### config.mk
export PLATFORM = sky130hd
export DESIGN_NAME = okl_ctrl
export DESIGN_NICKNAME = d
export VERILOG_FILES = /design/src/hw/rtl/okl_pkg.sv /design/src/hw/rtl/okl_ctrl.sv
export SDC_FILE = /design/constraint.sdc
export NUM_CORES = 1
export LEC_CHECK = 0
export BUFFER_PORTS_ARGS = -buffer_cell sky130_fd_sc_hd__buf_2
export CELL_PAD_IN_SITES_DETAIL_PLACEMENT = 1
export CELL_PAD_IN_SITES_GLOBAL_PLACEMENT = 1
export CORE_MARGIN = 8
export CORE_UTILIZATION = 32
export DETAILED_ROUTE_END_ITERATION = 10
export PLACE_DENSITY_LB_ADDON = 0.25
export SYNTH_ARGS = -nofsm -noshare
export SYNTH_HDL_FRONTEND = slang
export SYNTH_SLANG_ARGS = --single-unit
### constraint.sdc
create_clock -name clk -period 2.42 [get_ports clk]
set_clock_uncertainty 0.1 [all_clocks]
set_input_delay 0.363 -clock clk [delete_from_list [all_inputs] [get_ports clk]]
set_output_delay 0.363 -clock clk [all_outputs]
set_load 0.02 [all_outputs]
### src/hw/rtl/okl_pkg.sv
// shared types, codes and sizes for the ordered keyed list table
// used by okl_ctrl, okl_dpath and ordered_keyed_list_table; no dependencies
package okl_pkg;

  localparam int CAPACITY = 64;
  localparam int IDX_W    = $clog2(CAPACITY);
  localparam int CNT_W    = $clog2(CAPACITY + 1);
  localparam int KEY_W    = 32;
  localparam int VAL_W    = 32;
  localparam int ENT_W    = KEY_W + VAL_W;
  localparam int IN_W     = 72;
  localparam int OUT_W    = 88;

  // request codes
  localparam logic [2:0] REQ_CLEAR  = 3'd0;
  localparam logic [2:0] REQ_APPEND = 3'd1;
  localparam logic [2:0] REQ_POP    = 3'd2;
  localparam logic [2:0] REQ_DELETE = 3'd3;
  localparam logic [2:0] REQ_FIND   = 3'd4;

  // result status codes
  localparam logic [1:0] ST_OK        = 2'd0;
  localparam logic [1:0] ST_EMPTY     = 2'd1;
  localparam logic [1:0] ST_NOT_FOUND = 2'd2;
  localparam logic [1:0] ST_FULL      = 2'd3;

  typedef enum logic [1:0] {
    A_ZERO,
    A_TAIL,
    A_IDX1,
    A_IDX2
  } rd_sel_t;

  typedef enum logic [1:0] {
    I_HOLD,
    I_ZERO,
    I_INC
  } idx_op_t;

  typedef struct packed {
    logic       load_req;
    logic       clear;
    logic       append;
    logic       rd_en;
    rd_sel_t    rd_sel;
    idx_op_t    idx_op;
    logic       wr_shift;
    logic       capture;
    logic       remove;
    logic       set_status;
    logic [1:0] status;
    logic       load_out;
  } okl_cmd_t;

  typedef struct packed {
    logic [2:0] req;
    logic       empty;
    logic       full;
    logic       match;
    logic       last;
    logic       last2;
  } okl_stat_t;

  function automatic logic [6:0] to_out7(input logic [CNT_W-1:0] c);
    logic [CNT_W+6:0] w;
    w = {7'd0, c};
    return w[6:0];
  endfunction

endpackage

### src/hw/rtl/okl_ctrl.sv
// sequencer for the ordered keyed list table: request dispatch, scan and shift
// depends on okl_pkg; drives okl_dpath through okl_cmd_t
module okl_ctrl
  import okl_pkg::*;
(
  input  logic      clk,
  input  logic      rst_n,
  input  logic      in_tvalid,
  output logic      in_tready,
  output logic      out_tvalid,
  input  logic      out_tready,
  input  okl_stat_t stat,
  output okl_cmd_t  cmd
);

  typedef enum logic [2:0] {
    S_IDLE,
    S_DISPATCH,
    S_POP_WAIT,
    S_SCAN,
    S_SHIFT,
    S_REMOVE,
    S_RESULT
  } state_t;

  state_t state_r, state_nxt;
  logic   in_tready_r;
  logic   out_tvalid_r;
  logic   out_free;

  assign in_tready  = in_tready_r;
  assign out_tvalid = out_tvalid_r;
  assign out_free   = !out_tvalid_r || out_tready;

  always_comb begin
    cmd       = '0;
    state_nxt = state_r;
    case (state_r)
      S_IDLE: begin
        if (in_tvalid && in_tready_r) begin
          cmd.load_req = 1'b1;
          state_nxt    = S_DISPATCH;
        end
      end
      S_DISPATCH: begin
        state_nxt = S_RESULT;
        case (stat.req)
          REQ_CLEAR: cmd.clear = 1'b1;
          REQ_APPEND: begin
            if (stat.full) begin
              cmd.set_status = 1'b1;
              cmd.status     = ST_FULL;
            end else begin
              cmd.append = 1'b1;
            end
          end
          REQ_POP: begin
            if (stat.empty) begin
              cmd.set_status = 1'b1;
              cmd.status     = ST_EMPTY;
            end else begin
              cmd.rd_en  = 1'b1;
              cmd.rd_sel = A_TAIL;
              state_nxt  = S_POP_WAIT;
            end
          end
          REQ_DELETE, REQ_FIND: begin
            if (stat.empty) begin
              cmd.set_status = 1'b1;
              cmd.status     = ST_EMPTY;
            end else begin
              cmd.rd_en  = 1'b1;
              cmd.rd_sel = A_ZERO;
              cmd.idx_op = I_ZERO;
              state_nxt  = S_SCAN;
            end
          end
          default: ;
        endcase
      end
      S_POP_WAIT: begin
        cmd.capture = 1'b1;
        state_nxt   = S_REMOVE;
      end
      S_SCAN: begin
        if (stat.match) begin
          cmd.capture = 1'b1;
          if (stat.req == REQ_FIND) begin
            state_nxt = S_RESULT;
          end else if (stat.last) begin
            state_nxt = S_REMOVE;
          end else begin
            cmd.rd_en  = 1'b1;
            cmd.rd_sel = A_IDX1;
            state_nxt  = S_SHIFT;
          end
        end else if (stat.last) begin
          cmd.set_status = 1'b1;
          cmd.status     = ST_NOT_FOUND;
          state_nxt      = S_RESULT;
        end else begin
          cmd.rd_en  = 1'b1;
          cmd.rd_sel = A_IDX1;
          cmd.idx_op = I_INC;
        end
      end
      S_SHIFT: begin
        cmd.wr_shift = 1'b1;
        if (stat.last2) begin
          state_nxt = S_REMOVE;
        end else begin
          cmd.rd_en  = 1'b1;
          cmd.rd_sel = A_IDX2;
          cmd.idx_op = I_INC;
        end
      end
      S_REMOVE: begin
        cmd.remove = 1'b1;
        state_nxt  = S_RESULT;
      end
      S_RESULT: begin
        if (out_free) begin
          cmd.load_out = 1'b1;
          state_nxt    = S_IDLE;
        end
      end
      default: state_nxt = S_IDLE;
    endcase
  end

  always_ff @(posedge clk) begin
    if (!rst_n) begin
      state_r      <= S_IDLE;
      in_tready_r  <= 1'b1;
      out_tvalid_r <= 1'b0;
    end else begin
      state_r <= state_nxt;
      if (cmd.load_req) begin
        in_tready_r <= 1'b0;
      end
      if (cmd.load_out) begin
        out_tvalid_r <= 1'b1;
        in_tready_r  <= 1'b1;
      end else if (out_tvalid_r && out_tready) begin
        out_tvalid_r <= 1'b0;
      end
    end
  end

endmodule

Yosys cells after proc, flatten, opt, wreduce, memory -nomap -nowiden --
Cells that the tools add are included.
Cells by class: equal/unequal tests 14, mux-type cells 42, bitwise operators 1, reduce and logical (&&, ||, !) cells 11
Operators with widths (number):
- 2-to-1 mux 3 bit | 15
- one-hot mux 3 bit (2 select lines) | 4
- one-hot mux 3 bit (7 select lines) | 1
- 2-to-1 mux 5 bit | 3
- one-hot mux 5 bit (3 select lines) | 1
- 2-to-1 mux 1 bit | 13
- equality test 3 x 2 -> 1 bit, second input constant | 4
- equality test 3 bit, second input constant | 4
- 2-to-1 mux 2 bit | 4
- equality test 3 x 1 -> 1 bit, second input constant | 2
- logical NOT 3 bit | 2
- inequality test 2 bit, second input constant | 3
- AND reduction 4 bit | 1
- OR reduction 2 bit | 2
- inequality test 3 bit, second input constant | 1
- OR reduction 3 bit | 1
- logical AND 1 bit | 2
- one-hot mux 1 bit (2 select lines) | 1
- nonzero test 2 bit | 1
- logical NOT 1 bit | 1
- logical OR 1 bit | 1
- NOT 1 bit | 1
Word-level totals: register bits after elaboration 5, output and inout port bits 17, word-level logic and storage cells 71

Depth between registers and ports, before layout --
Gate-level depths: netlist (run 1).
depth after elaboration 5, mapped depth 6, gate-level depth less buffers 5

Least setup slack after synthesis (run 1) --
No wires, ideal clock.
path kind register to output, start register state_r[0], end output cmd[2] (netlist name), data arrival time 1690 ps, setup slack 267 ps, cell stages (with the launch flop) 4, cell sequence dfxtp_1 > or3b_1 > buf_2 > o41ai_1
RTL lines:
- start, declared | RTL line okl_ctrl.sv:26 | state_t state_r, state_nxt;
- start signal, assigned | RTL line okl_ctrl.sv:137 | state_r <= state_nxt;
- end, declared | RTL line okl_ctrl.sv:13 | output okl_cmd_t cmd

==> results_tabular.tex, run 1 <==
\begin{tabular}{lr}
\hline
Metric & Value \\
\hline
\multicolumn{2}{l}{\textbf{Critical path}} \\
\quad Reg-to-reg setup timing slack & approximately 0.57 ns \\
\quad Worst R2R Start & state\_r[0] \\
\quad Worst Setup Path Type & flop to primary output \\
\quad Arrival time at the worst endpoint & roughly 1.8 ns \\
\quad Peak fanout along the critical path & 12 \\
\quad Reg2Reg Capture Point & state\_r[2] \\
\quad Required time of the critical path & 1.96 ns \\
\quad Register-to-Register Path Depth & 5 \\
\quad Worst setup EP type & primary output \\
\quad CP startpoint kind & flop \\
\multicolumn{2}{l}{\textbf{Synth}} \\
\quad Combinational family with the most area after synthesis & simple AND/OR/NAND/NOR gates \\
\quad Largest cells by area after synthesis & dfxtp\_1 17\%, buf\_6 5.9\%, a21oi\_1 5.2\% \\
\quad Simple-gate portion of the synthesized area & a little over two fifths \\
\quad Share of flip-flops with an asynchronous set or reset after synthesis & 0\% \\
\quad Per-instance average area after synthesis & around 7.3 um2 \\
\quad Post-Synthesis Cell Area & about 570 um2 \\
\quad Sequential-to-total area share from yosys stat & $\sim$17\% \\
\quad Yosys synthesis warning count & 0 \\
\quad Flip-flop cell with the highest count after synthesis & dfxtp\_1 \\
\quad Number of storage elements in the synthesis netlist & 5 \\
\quad Area share of the largest cell type after synthesis & 17.4\% \\
\quad Synthesized-area fraction occupied by ao, oa, aoi and oai cells & between 20 and 30\% \\
\quad Synth Net Count & 91 \\
\quad Share of the synthesized netlist area taken by xor and xnor gates & 0\% \\
\quad Number of flops mapped to enable cells by yosys & 0 \\
\quad Number of instances in the synthesized netlist & 79 \\
\quad Share of cell area taken by muxes after synthesis & 0\% \\
\quad Area leader, netlist & dfxtp\_1 \\
\quad Share of synthesized cell area in full adder, half adder and majority cells & 0\% \\
\quad Number of distinct library cell variants in the gate-level netlist after synthesis & 35 \\
\multicolumn{2}{l}{\textbf{Finish}} \\
\quad Nets & 118 \\
\quad Final standard cell count with taps included and fillers excluded & 130 \\
\quad Final Core Density & $\sim$43\% \\
\quad Total of fill cells in the finished design & approximately 230 \\
\quad Count of antenna diodes in the layout & 0 \\
\quad Flip-flop and latch area & slightly above 100 um2 \\
\quad Area growth from synthesis to layout & 27.9\% \\
\quad Multi-input gate area & approximately 400 um2 \\
\quad Fraction of layout instances using a drive strength above 1 & 36.2\% \\
\multicolumn{2}{l}{\textbf{Power and ir drop}} \\
\quad IR drop worst, VDD & $\sim$420 uV \\
\quad Cell internal power dissipation & between 300 and 400 uW \\
\quad Switching power summed over all nets & $\sim$350 uW \\
\quad Clock network power share & between 10\% and 20\% \\
\quad Static leakage & 0.350 nW \\
\quad Sequential group share of total power & approximately a quarter \\
\quad Net Sw Frac & 50.5\% \\
\quad Power per cell area & 947 nW/um2 \\
\quad Comb pwr share & around 60\% \\
\multicolumn{2}{l}{\textbf{STA}} \\
\quad Hold violation total from the final report & 0 \\
\quad Setup Total Neg Slack & 0 ns \\
\quad Max-slew violation total from the final report & 0 \\
\quad Share of the clock period used by the worst path & just over 90\% \\
\quad Setup repair after global routing missed its margin & no \\
\quad Maximum clock frequency & $\sim$450 MHz \\
\quad Setup violators final & 0 \\
\quad Rel. slew slack & around 69\% \\
\quad Post-route minimum period & 2.23 ns \\
\quad Pin slew with the least headroom to its limit & between 0.4 and 0.5 ns \\
\multicolumn{2}{l}{\textbf{Flow run}} \\
\quad Max-cap check violation count & 0 \\
\multicolumn{2}{l}{\textbf{Clock tree}} \\
\quad Maximum level of the CTS H-tree & 1 \\
\quad Clock latency on the worst-skew pair & roughly 0.25 ns \\
\quad Clock-pin slew on the worst setup and hold paths & about 0.04 ns \\
\quad Number of buffers added by the clock tree synthesis step & 3 \\
\quad Clock Path Buffers & 2 \\
\quad Total clock sinks & 5 \\
\quad TritonCTS clock tree & yes \\
\quad Postcts setup bufs & 0 \\
\quad Root cell of the clock tree & clkbuf\_4 \\
\multicolumn{2}{l}{\textbf{Drt}} \\
\quad Antenna-violating nets left & 0 \\
\quad DR vias/cell & roughly 5.3 \\
\quad Routed WL & 1950 um \\
\quad Total via count after detailed routing & 687 \\
\quad Starting DRT DRC Count & 6 \\
\quad \# DRC & 0 \\
\quad Detail-routed net length per standard cell & roughly 15 um \\
\quad 1st-pass router iterations & 4 \\
\multicolumn{2}{l}{\textbf{Global routing}} \\
\quad Total congestion overflow & 0 \\
\quad Total GRT Usage & approximately an eighth \\
\quad Number of global-route vias before repair & 732 \\
\quad First-pass GRT wire length & between 3000 and 4000 um \\
\quad Initial antenna violation count & 0 \\
\quad Maximum number of pins on one net before global-route repair & 15 \\
\multicolumn{2}{l}{\textbf{Die}} \\
\quad Starting density of the core & 33.6\% \\
\quad I/O pin cnt & 29 \\
\quad Die height & between 50 and 60 um \\
\quad Area of the placeable core & $\sim$1700 um2 \\
\quad Area of the die & between 3000 and 4000 um2 \\
\quad Width of the die & approximately 58 um \\
\quad Standard-cell row count & 15 \\
\multicolumn{2}{l}{\textbf{Status}} \\
\quad Result of the run & complete, no violations \\
\multicolumn{2}{l}{\textbf{Hold path}} \\
\quad Min-Delay Startpoint & rst\_n \\
\quad End point of the worst hold path & in\_tready \\
\quad Number of cells on the worst hold path & 2 \\
\quad Min-Delay Path Class & input pin to flop \\
\multicolumn{2}{l}{\textbf{Placed design}} \\
\quad \# port buffers & 28 \\
\quad Global placer's final weighted congestion & $\sim$0.75 \\
\quad Instance count after placement with tap cells included & around 130 \\
\quad Post-detail-place hpwl & 1510 um \\
\hline
\end{tabular}
[layer usage]
| layer | vias to the layer above | global-route usage (%) | wire, um |
|---|---|---|---|
| li1 | 347 | - | - |
| met1 | 318 | 14.8 | 914 |
| met2 | 19 | 19.8 | 887 |
| met3 | 3 | 5.00 | 133 |
| met4 | 0 | 4.55 | 11 |
| met5 | - | 0 | 0 |
[sequential cells by signal, summed over array words and instances (netlist names)]
signal and flops:
in_tready 1, out_tvalid 1, state_r 3
[timing repair]
item / CTS / global route
resized for setup: 0 / 3
hold buffers: 0 / 0
setup endpoints to repair: 0 / 4
[power by group through the flow]
stage               combinational (mW)  clock [mW]  sequential (mW)
finish                           0.415       0.101            0.180
global route                     0.461       0.115            0.188
detailed placement               0.409           0            0.175
global placement                 0.404           0            0.172
floorplan                        0.329           0            0.145
CTS                              0.411       0.105            0.174
[layout by cell type (no fill, tap or decap), types with 3 or more instances in the layout]
cell / count
nand3b_1: 4
nand3_1: 5
o21ai_0: 3
nor2_1: 4
inv_1: 5
dfxtp_1: 4
nor3_1: 3
a21oi_1: 6
nor2b_1: 3
nor4_1: 3
buf_2: 28
clkbuf_4: 3
nand2_1: 6
[synthesized netlist by cell type, types with 2 or more instances]
| library cell | n |
|---|---|
| buf_6 | 3 |
| inv_1 | 5 |
| nand2_1 | 6 |
| nor2_1 | 4 |
| nor3b_1 | 2 |
| nand3b_1 | 4 |
| or3b_1 | 2 |
| nand2b_1 | 2 |
| o21ai_0 | 3 |
| nor3_1 | 3 |
| buf_2 | 2 |
| nor2b_1 | 3 |
| nand3_1 | 5 |
| nor4_1 | 3 |
| dfxtp_1 | 5 |
| a21oi_1 | 6 |
| nand4_1 | 2 |
| and3b_1 | 2 |
[cells by family (layout without fill, tap and decap cells)]
logic type | Yosys count | count (layout)
flops | 5 | 5
buf+inv | 12 | 38
compound gates | 20 | 20
simple gates | 42 | 42
[layout make-up]
| class | count | area share [%] |
|---|---|---|
| Clock buffer | 4 | 3.58 |
| Sequential cell | 5 | 13.8 |
| Tap cell | 25 | 4.26 |
| Inverter | 5 | 2.56 |
| Timing Repair Buffer | 29 | 20.1 |
| Multi-Input combinational cell | 62 | 55.7 |
[worst max-delay path, cell delays in order, from the launching register on]
cell	delay, ns
dfxtp_1	0.42
or3b_4	0.50
nor3_1	0.23
o21ai_0	0.11
nand3_1	0.08
buf_2	0.16
[through the flow]
stage	setup WS [ns]	hold WS (ns)	cell area, um2	power, mW
2_1_floorplan	0.267	0.351	574	0.474
4_1_cts	0.0636	0.268	724	0.691
3_5_place_dp	0.343	0.408	698	0.584
3_3_place_gp	0.397	0.407	698	0.576
6_report	0.192	0.272	734	0.696
5_1_grt	0.0229	0.272	734	0.764
[worst max-delay path by stage]
stage | start | to | cells after the start
2_1_floorplan | state_r[0] | cmd[2] | 3
3_3_place_gp | state_r[1] | cmd[2] | 3
4_1_cts | state_r[1] | cmd[11] | 5
5_1_grt | state_r[2] | cmd[11] | 5
3_5_place_dp | state_r[1] | cmd[11] | 5
6_report | state_r[2] | cmd[11] | 5
No activity file was read; power rests on OpenSTA's default activity.
==> run 2, diff against run 1 <==
CTS_BUF_LIST = sky130_fd_sc_hd__clkbuf_4 sky130_fd_sc_hd__clkbuf_8 sky130_fd_sc_hd__clkbuf_16   (was unset)
==> results_tabular.tex, run 2 (same netlist as run 1, synthesis figures left out) <==
\begin{tabular}{lr}
\hline
Metric & Value \\
\hline
\multicolumn{2}{l}{\textbf{Drt}} \\
\quad Total via count after detailed routing & around 680 \\
\quad Routed WL & 1910 um \\
\quad Detail-routed net length per standard cell & around 15 um \\
\quad 1st-pass router iterations & 4 \\
\quad DR vias/cell & approximately 5.3 \\
\quad Antenna-violating nets left & 0 \\
\quad Starting DRT DRC Count & 7 \\
\quad \# DRC & 0 \\
\multicolumn{2}{l}{\textbf{Critical path}} \\
\quad Peak fanout along the critical path & 12 \\
\quad Register-to-Register Path Depth & 5 \\
\quad Worst setup EP type & primary output \\
\quad Worst R2R Start & state\_r[0] \\
\quad CP startpoint kind & flop \\
\quad Reg-to-reg setup timing slack & 0.57 ns \\
\quad Worst Setup Path Type & flop to primary output \\
\quad Reg2Reg Capture Point & state\_r[2] \\
\quad Arrival time at the worst endpoint & 1.76 ns \\
\quad Required time of the critical path & around 2 ns \\
\multicolumn{2}{l}{\textbf{Clock tree}} \\
\quad Clock Path Buffers & 2 \\
\quad TritonCTS clock tree & yes \\
\quad Postcts setup bufs & 0 \\
\quad Number of buffers added by the clock tree synthesis step & 3 \\
\quad Maximum level of the CTS H-tree & 1 \\
\quad Total clock sinks & 5 \\
\quad Clock-pin slew on the worst setup and hold paths & around 0.05 ns \\
\quad Root cell of the clock tree & clkbuf\_4 \\
\quad Clock latency on the worst-skew pair & 0.25 ns \\
\multicolumn{2}{l}{\textbf{Die}} \\
\quad Area of the die & about 3400 um2 \\
\quad I/O pin cnt & 29 \\
\quad Starting density of the core & approximately a third \\
\quad Area of the placeable core & around 1700 um2 \\
\quad Width of the die & 58.4 um \\
\quad Die height & just under 60 um \\
\quad Standard-cell row count & 15 \\
\multicolumn{2}{l}{\textbf{Hold path}} \\
\quad Number of cells on the worst hold path & 2 \\
\quad Min-Delay Path Class & input pin to flop \\
\quad End point of the worst hold path & in\_tready \\
\quad Min-Delay Startpoint & rst\_n \\
\multicolumn{2}{l}{\textbf{Finish}} \\
\quad Fraction of layout instances using a drive strength above 1 & 37.1\% \\
\quad Final Core Density & 43.2\% \\
\quad Area growth from synthesis to layout & 28.5\% \\
\quad Nets & 118 \\
\quad Count of antenna diodes in the layout & 0 \\
\quad Commonest cells after routing, fill and taps aside & 28 x buf\_2, 6 x nand2\_1, 6 x a21oi\_1, 5 x inv\_1, 5 x nand3\_1 \\
\quad Most flops, register & state\_r \\
\quad Most common cell after layout, fill and taps aside & buf\_2 \\
\quad Max reg flops & 3 \\
\multicolumn{2}{l}{\textbf{Power and ir drop}} \\
\quad Power per cell area & roughly 960 nW/um2 \\
\quad Static leakage & 0.353 nW \\
\quad IR drop worst, VDD & between 400 and 500 uV \\
\quad PnR Total Power & roughly 700 uW \\
\multicolumn{2}{l}{\textbf{STA}} \\
\quad Rel. slew slack & 69.0\% \\
\quad Hold violation total from the final report & 0 \\
\quad Setup violators final & 0 \\
\quad Maximum clock frequency & approximately 450 MHz \\
\quad Setup repair after global routing missed its margin & no \\
\quad Share of the clock period used by the worst path & 92.0\% \\
\quad Max-slew violation total from the final report & 0 \\
\quad Crit path setup slack, layout & 0.194 ns \\
\quad Setup Total Neg Slack & 0 ns \\
\quad Post-route minimum period & 2.23 ns \\
\quad Pin slew with the least headroom to its limit & about 0.47 ns \\
\multicolumn{2}{l}{\textbf{Placed design}} \\
\quad \# port buffers & 28 \\
\quad Post-detail-place hpwl & $\sim$1500 um \\
\quad Placement-stage worst setup slack & around 0.34 ns \\
\quad Global placer's final weighted congestion & between 0.7 and 0.8 \\
\multicolumn{2}{l}{\textbf{Global routing}} \\
\quad Maximum number of pins on one net before global-route repair & 15 \\
\quad Total congestion overflow & 0 \\
\quad Number of global-route vias before repair & $\sim$730 \\
\quad Total GRT Usage & 12.3\% \\
\quad First-pass GRT wire length & 3370 um \\
\quad Initial antenna violation count & 0 \\
\multicolumn{2}{l}{\textbf{Flow run}} \\
\quad Max-cap check violation count & 0 \\
\multicolumn{2}{l}{\textbf{Status}} \\
\quad Result of the run & complete, no violations \\
\hline
\end{tabular}
==> run 2: routing by layer <==
metal / global-route usage, % / up-vias / wire length, um
met5: 0 / - / 0
met2: 19.4 / 19 / 856
li1: - / 347 / -
met1: 14.6 / 314 / 911
met4: 4.55 / 0 / 11
met3: 5.00 / 3 / 133
==> run 2: what timing repair did <==
action,4_1_cts,5_1_grt
endpoints found under the setup margin,0,4
gates resized for setup,0,3
hold buffers,0,0
==> run 2: stage by stage <==
stage / hold WS (ns) / cell area, um2 / instances
floorplan: 0.351 / 574 / 79
global placement: 0.407 / 698 / 126
detailed placement: 0.408 / 698 / 126
CTS: 0.265 / 728 / 130
global route: 0.271 / 738 / 130
finish: 0.270 / 738 / 130
==> run 2: worst max-delay path, cell delays in order (launching register included) <==
cell and delay, ns:
dfxtp_1 0.41, or3b_4 0.50, nor3_1 0.23, o21ai_0 0.11, nand3_1 0.08, buf_2 0.16
==> run 2: worst max path at each step <==
stage                     from  endpoint  slack (ns)
floorplan           state_r[0]    cmd[2]        0.27
global placement    state_r[1]    cmd[2]        0.40
detailed placement  state_r[1]   cmd[11]        0.34
CTS                 state_r[1]   cmd[11]        0.06
global route        state_r[2]   cmd[11]        0.02
finish              state_r[2]   cmd[11]        0.19
==> run 2: area by class of cell <==
| cell class | count | area [um2] |
|---|---|---|
| clock buffers | 4 | 30.0 |
| fillers | 232 | 970 |
| inverters | 5 | 18.8 |
| multi-input cells | 62 | 409 |
| flip-flops and latches | 5 | 101 |
| well taps | 25 | 31.3 |
| repair buffers | 29 | 148 |
==> run 2: power breakdown <==
| group | switching [mW] | total [mW] | leakage (nW) | internal [mW] |
|---|---|---|---|---|
| sequential | 0.0644 | 0.178 | 0.0416 | 0.114 |
| combinational | 0.246 | 0.414 | 0.293 | 0.168 |
| clock | 0.0397 | 0.114 | 0.0184 | 0.0739 |
